$ cat config.mk
export PLATFORM = sky130hd
export DESIGN_NAME = cbis_step
export DESIGN_NICKNAME = d
export VERILOG_FILES = /design/src/cbis_step.sv
export SDC_FILE = /design/constraint.sdc
export NUM_CORES = 1
export LEC_CHECK = 0
export ABC_CLOCK_PERIOD_IN_PS = 12200
export BUFFER_PORTS_ARGS = -buffer_cell sky130_fd_sc_hd__buf_2
export CAP_MARGIN = 20
export CORE_MARGIN = 2
export CORE_UTILIZATION = 65
export DETAILED_ROUTE_END_ITERATION = 6
export GPL_ROUTABILITY_DRIVEN = 1
export PLACE_DENSITY = 0.91
export SKIP_LAST_GASP = 1
export SYNTH_ARGS = -nofsm -noshare
export SYNTH_HDL_FRONTEND = slang
export SYNTH_SLANG_ARGS = --single-unit
$ cat constraint.sdc
create_clock -name vclk -period 12.2
set_input_delay 2.44 -clock vclk [all_inputs]
set_output_delay 2.44 -clock vclk [all_outputs]
set_load 0.005 [all_outputs]
$ cat src/cbis_step.sv
// Next larger word with the same popcount, plus a check that it fits in 2n bits.
`default_nettype none
module cbis_step #(
  parameter int MAX_SITES = 8
) (
  input  wire logic [2*MAX_SITES-1:0]         word_i,
  input  wire logic [$clog2(MAX_SITES+1):0]   two_n_i,
  output logic      [2*MAX_SITES-1:0]         next_o,
  output logic                                fits_o
);

  localparam int WW  = 2 * MAX_SITES;
  localparam int EW  = WW + 2;
  localparam int TZW = $clog2(WW);

  logic [EW-1:0]  ext;
  logic [EW-1:0]  low;
  logic [EW-1:0]  ripple;
  logic [EW-1:0]  ones;
  logic [EW-1:0]  full;
  logic [TZW-1:0] tz;

  assign ext    = EW'(word_i);
  assign low    = ext & (~ext + EW'(1));
  assign ripple = ext + low;
  assign ones   = ripple ^ ext;

  // lowest set bit is one-hot in low: encode its position
  always_comb begin
    tz = '0;
    for (int i = 0; i < WW; i++) begin
      if (low[i]) begin
        tz = tz | TZW'(i);
      end
    end
  end

  assign full   = ripple | ((ones >> 2) >> tz);
  assign fits_o = ((full >> two_n_i) == '0);
  assign next_o = full[WW-1:0];

endmodule
`default_nettype wire

==> results.sh, run 1 <==
export IMPL_postLayoutCellArea_sq_um=2322
export IMPL_setup_viol=0
export IMPL_ctsHoldBuffers=0
export IMPL_antenna_cells=0
export IMPL_top_layer="met4"
export IMPL_worstPathRequired_ns=9.76
export IMPL_total_leakage_power_nw=0.8999
export IMPL_nClkBuffers=0
export IMPL_layout_drive_gt1_share=0.1811
export IMPL_post_dp_cell_area_sq_um=2322
export IMPL_io_buffer_count=38
export IMPL_maxCapViolations=0
export IMPL_cts_setup_buffers=0
export IMPL_routed_wl_met2_um=3469
export IMPL_ctsResizeCount=0
export IMPL_gp_congestion=1.078
export IMPL_finalSetupTns_ns=0
export IMPL_worst_ep_arrival_time_ns=6.33
export IMPL_die_height_um=61.94
export IMPL_slew_headroom=0.1814
export IMPL_wl_met1_um=3095
export IMPL_synth_top_cell_area_share=0.07225
export IMPL_dieWidth_um=61.94
export IMPL_crit_path_end_kind="output pin"
export IMPL_ioPinCount=38
export IMPL_grt_total_usage=0.4272
export IMPL_grt_antenna_before_repair=0
export IMPL_synthTopCellsByCount="42 x nand2_1, 32 x nor2_1, 23 x o21ai_0, 20 x a21oi_1, 15 x inv_1"
export IMPL_vdd_drop_max_uv=18.43
export IMPL_start_kind="input pin"
export IMPL_synth_area_leaders="nand2_1 7.2%, nor2_1 5.5%, o21ai_0 5.3%"
export IMPL_grt_pass1_wl_um=12590
export IMPL_synthesis_instances=342
export IMPL_n_sequential_cell=0
export IMPL_ys_warn_count=0
export IMPL_met3_length_um=1065
export IMPL_fill_cells=306
export IMPL_min_period_over_period=0.7189
export IMPL_drc=0
export IMPL_seq_area_sq_um=0
export IMPL_fin_nets=382
export IMPL_dp_hpwl_um=6158
export IMPL_synth_top_area_cell="nand2_1"
export IMPL_rows=21
export IMPL_vias_per_cell=7.728
export IMPL_coreArea_sq_um=3284
export IMPL_cp_max_fo=19
export IMPL_drt_iter0_drc=435
export IMPL_ant_nets=0
export IMPL_initial_core_util=0.6644
export IMPL_syn2layout_area_growth_pct=6.422
export IMPL_period_needed_ns=8.771
export IMPL_worstSetupPathType="input pin to output pin"
export IMPL_hold_viol_final=0
export IMPL_power_per_cell_area_nw_per_um2=31.36
export IMPL_wl_per_cell_um=19.88
export IMPL_slew_violations=0
export IMPL_die_area_sq_um=3837
export IMPL_outcome="completed"
export IMPL_overflow=0
export IMPL_num_vias=3130
export IMPL_hold_path_class="input pin to output pin"
export IMPL_drtPass1Iterations=7
export IMPL_grt_max_degree=23
export IMPL_rsz0062_at_grt="no"
export IMPL_seq_area_frac_synth=0
export IMPL_synth_area_sq_um=2182
export IMPL_yosysUniqueCellTypes=79
export IMPL_wl_um=8051
export IMPL_first_global_vias=2562
export IMPL_yosysMostFrequentCell="nand2_1"
export IMPL_tightestPinTransition_ns=1.223
export IMPL_fmax_mhz=114.0
export IMPL_mappedNetlistNets=363
export IMPL_avgSynthCellArea_sq_um=6.380
[routing by layer]
layer / up-vias / global-route usage
met5: - / 0
met4: 0 / 0.1702
met3: 63 / 0.07867
met2: 300 / 0.6503
met1: 1391 / 0.5914
li1: 1376 / -
[area by class of cell]
type                            instances  area, sq um  area share
Inverter                               15        56.30     0.02425
Timing Repair Buffer                   38        190.2     0.08190
Multi-Input combinational cell        306         2018      0.8691
Tap cell                               46        57.56     0.02478
[cells by family (layout without fill, tap and decap cells)]
kind of cell	after synthesis	after routing	synth area share
AOI/OAI and AO/OA	132	132	0.4564
xor gates and xnor gates	4	4	0.01606
buffers and inverters	36	53	0.07511
muxes	7	7	0.03383
and+or+nand+nor	163	163	0.4186
[through the flow]
stage          setup WS (ns)  hold WS (ns)  std cells  utilization  total power, mW
3_3_place_gp           3.732         5.279        405       0.7070          0.06847
5_1_grt                3.237         5.336        405       0.7070          0.07936
6_report               3.429         5.299        405       0.7070          0.07283
2_1_floorplan          4.746         5.011        342            -          0.05002
4_1_cts                3.606         5.290        405       0.7070          0.06985
3_5_place_dp           3.610         5.290        405       0.7070          0.06945
[critical path: stages]
cell and delay [ns]:
buf_2 0.16, nor4_2 0.99, nand2_1 0.42, o2bb2ai_1 0.36, or3b_1 0.53, o2bb2ai_1 0.12, a22oi_1 0.33, nand4b_1 0.15
a211o_1 0.32, o31a_1 0.25, nor3_2 0.14, buf_2 0.12
[where the power goes]
group          internal, mW  switching [mW]
clock network             0               0
registers                 0               0
logic                0.0260          0.0468
[worst paths after layout]
path / from / endpoint / slack [ns] / cells past startpoint
worst max-delay path: word_i[3] / fits_o / 3.43 / 12
worst min-delay path: word_i[15] / next_o[15] / 5.30 / 4
[placed cells by master, fill, tap and decap left out, types with 6 or more instances in the layout]
cell,n
nand2_1,42
buf_2,38
nor2_1,32
o21ai_0,23
a21oi_1,20
inv_1,15
nand3_1,12
nor2b_1,9
o211ai_1,8
nor3_1,7
a22o_1,6
nand4_1,6
and2_1,6
o22ai_1,6
No activity file was read; power rests on OpenSTA's default activity.
==> run 2: changes to the inputs <==
--- a/config.mk
+++ b/config.mk
@@ -5,14 +5,14 @@
 export SDC_FILE = /design/constraint.sdc
 export NUM_CORES = 1
 export LEC_CHECK = 0
-export ABC_CLOCK_PERIOD_IN_PS = 12200
+export ABC_CLOCK_PERIOD_IN_PS = 7650
 export BUFFER_PORTS_ARGS = -buffer_cell sky130_fd_sc_hd__buf_2
 export CAP_MARGIN = 20
 export CORE_MARGIN = 2
-export CORE_UTILIZATION = 65
+export CORE_UTILIZATION = 55
 export DETAILED_ROUTE_END_ITERATION = 6
 export GPL_ROUTABILITY_DRIVEN = 1
-export PLACE_DENSITY = 0.91
+export PLACE_DENSITY = 0.82
 export SKIP_LAST_GASP = 1
 export SYNTH_ARGS = -nofsm -noshare
 export SYNTH_HDL_FRONTEND = slang
==> constraint.sdc (replaced) <==
create_clock -name vclk -period 7.65
set_input_delay 1.53 -clock vclk [all_inputs]
set_output_delay 1.53 -clock vclk [all_outputs]
set_load 0.005 [all_outputs]
==> results.sh, run 2 (same netlist as run 1, synthesis figures left out) <==
export IMPL_io_buffer_count=38
export IMPL_start_kind="input pin"
export IMPL_ctsHoldBuffers=0
export IMPL_wl_um=8021
export IMPL_violations="DRC"
export IMPL_power_per_cell_area_nw_per_um2=49.90
export IMPL_nClkBuffers=0
export IMPL_first_global_vias=2619
export IMPL_vdd_drop_max_uv=27.35
export IMPL_grt_total_usage=0.3575
export IMPL_hold_viol_final=0
export IMPL_fin_hold_ws_ns=3.457
export IMPL_path_buf_inv=2
export IMPL_postLayoutCellArea_sq_um=2344
export IMPL_holdPathStages=4
export IMPL_rsz0062_at_grt="no"
export IMPL_die_height_um=66.99
export IMPL_worstPathRequired_ns=6.12
export IMPL_coreArea_sq_um=3744
export IMPL_drtPass1Iterations=7
export IMPL_fin_ws_ns=1.057
export IMPL_tightestPinTransition_ns=0.8902
export IMPL_vias_per_cell=7.589
export IMPL_initial_core_util=0.5829
export IMPL_drc=8
export IMPL_antenna_cells=0
export IMPL_startpoint="word_i[3]"
export IMPL_ant_nets=0
export IMPL_seq_area_sq_um=0
export IMPL_fmax_mhz=151.7
export IMPL_ioPinCount=38
export IMPL_dieWidth_um=66.99
export IMPL_crit_slowest_cell="or4_1"
export IMPL_outcome="complete, but fails checks"
export IMPL_n_sequential_cell=0
export IMPL_gp_congestion=1.079
export IMPL_worstSetupPathType="input pin to output pin"
export IMPL_final_cells=409
export IMPL_maxCapViolations=0
export IMPL_finalSetupTns_ns=0
export IMPL_dp_hpwl_um=6201
export IMPL_period_needed_ns=6.593
export IMPL_grt_pass1_wl_um=12650
export IMPL_fin_util=0.6260
export IMPL_slew_headroom=0.4020
export IMPL_dp_cells=408
export IMPL_fin_nets=384
export IMPL_rows=22
export IMPL_cp_max_fo=19
export IMPL_setup_viol=0
export IMPL_slew_violations=0
export IMPL_post_dp_cell_area_sq_um=2332
export IMPL_crit_path_end_kind="output pin"
export IMPL_post_place_ws_ns=1.219
export IMPL_critical_path_cell_chain="buf_2 -> or4_1 -> nor3_4 -> nand2_1 -> or3b_1 -> o22ai_1 -> o22ai_2 -> or3b_1 -> o311ai_1 -> a41oi_2 -> nor3_2 -> buf_2"
export IMPL_min_period_over_period=0.8619
export IMPL_cp_num_cells=12
export IMPL_num_vias=3104
export IMPL_worst_ep_arrival_time_ns=5.06
export IMPL_cp_top_family="simple AND/OR/NAND/NOR gates"
export IMPL_syn2layout_area_growth_pct=7.397
export IMPL_wl_per_cell_um=19.61
export IMPL_hold_path_class="input pin to output pin"
export IMPL_cts_setup_buffers=0
export IMPL_cp_endpoint="fits_o"
export IMPL_ctsResizeCount=0
export IMPL_total_leakage_power_nw=0.9113
export IMPL_total_power_mw=0.1169
export IMPL_grt_max_degree=23
export IMPL_grt_antenna_before_repair=0
export IMPL_overflow=0
export IMPL_slowest_delay_ns=0.77
export IMPL_final_common_cell="nand2_1"
export IMPL_final_cell_mix="42 x nand2_1, 38 x buf_2, 32 x nor2_1"
export IMPL_drt_iter0_drc=534
export IMPL_layout_drive_gt1_share=0.1856
export IMPL_die_area_sq_um=4487
run 2: metal layers:
metal  global-route usage  routed length [um]  vias up  share of wire
met2               0.5800                3520      313           0.44
li1                     -                   -     1376              -
met5                    0                   0        -              0
met3              0.03547                1007       49           0.13
met4               0.1122                 342        0          0.043
met1               0.4925                3150     1366           0.39
run 2: cell type report:
| class | count | area (sq um) |
|---|---|---|
| timing repair buffer | 40 | 209.0 |
| tap | 48 | 60.06 |
| multi-input combinational | 306 | 2018 |
| inverter | 15 | 56.30 |
| fill | 363 | 1400 |
run 2: worst min path at each step:
stage	startpoint	endpoint	slack (ns)
after floorplan	word_i[15]	next_o[15]	3.19
after global placement	word_i[15]	next_o[15]	3.46
after detailed placement	word_i[15]	next_o[15]	3.47
after CTS	word_i[15]	next_o[15]	3.47
after global routing	word_i[15]	next_o[15]	3.49
final	word_i[15]	next_o[15]	3.46
run 2: worst min-delay path, cell delays in order:
cell and delay, ns:
buf_2 0.13, nand2_1 0.07, xor2_1 0.08, buf_2 0.12
run 2: power by group:
group | switching [mW] | leakage [nW] | internal [mW]
Sequential | 0 | 0 | 0
Combinational | 0.0748 | 0.911 | 0.0421
Clock | 0 | 0 | 0
Total | 0.0748 | 0.911 | 0.0421
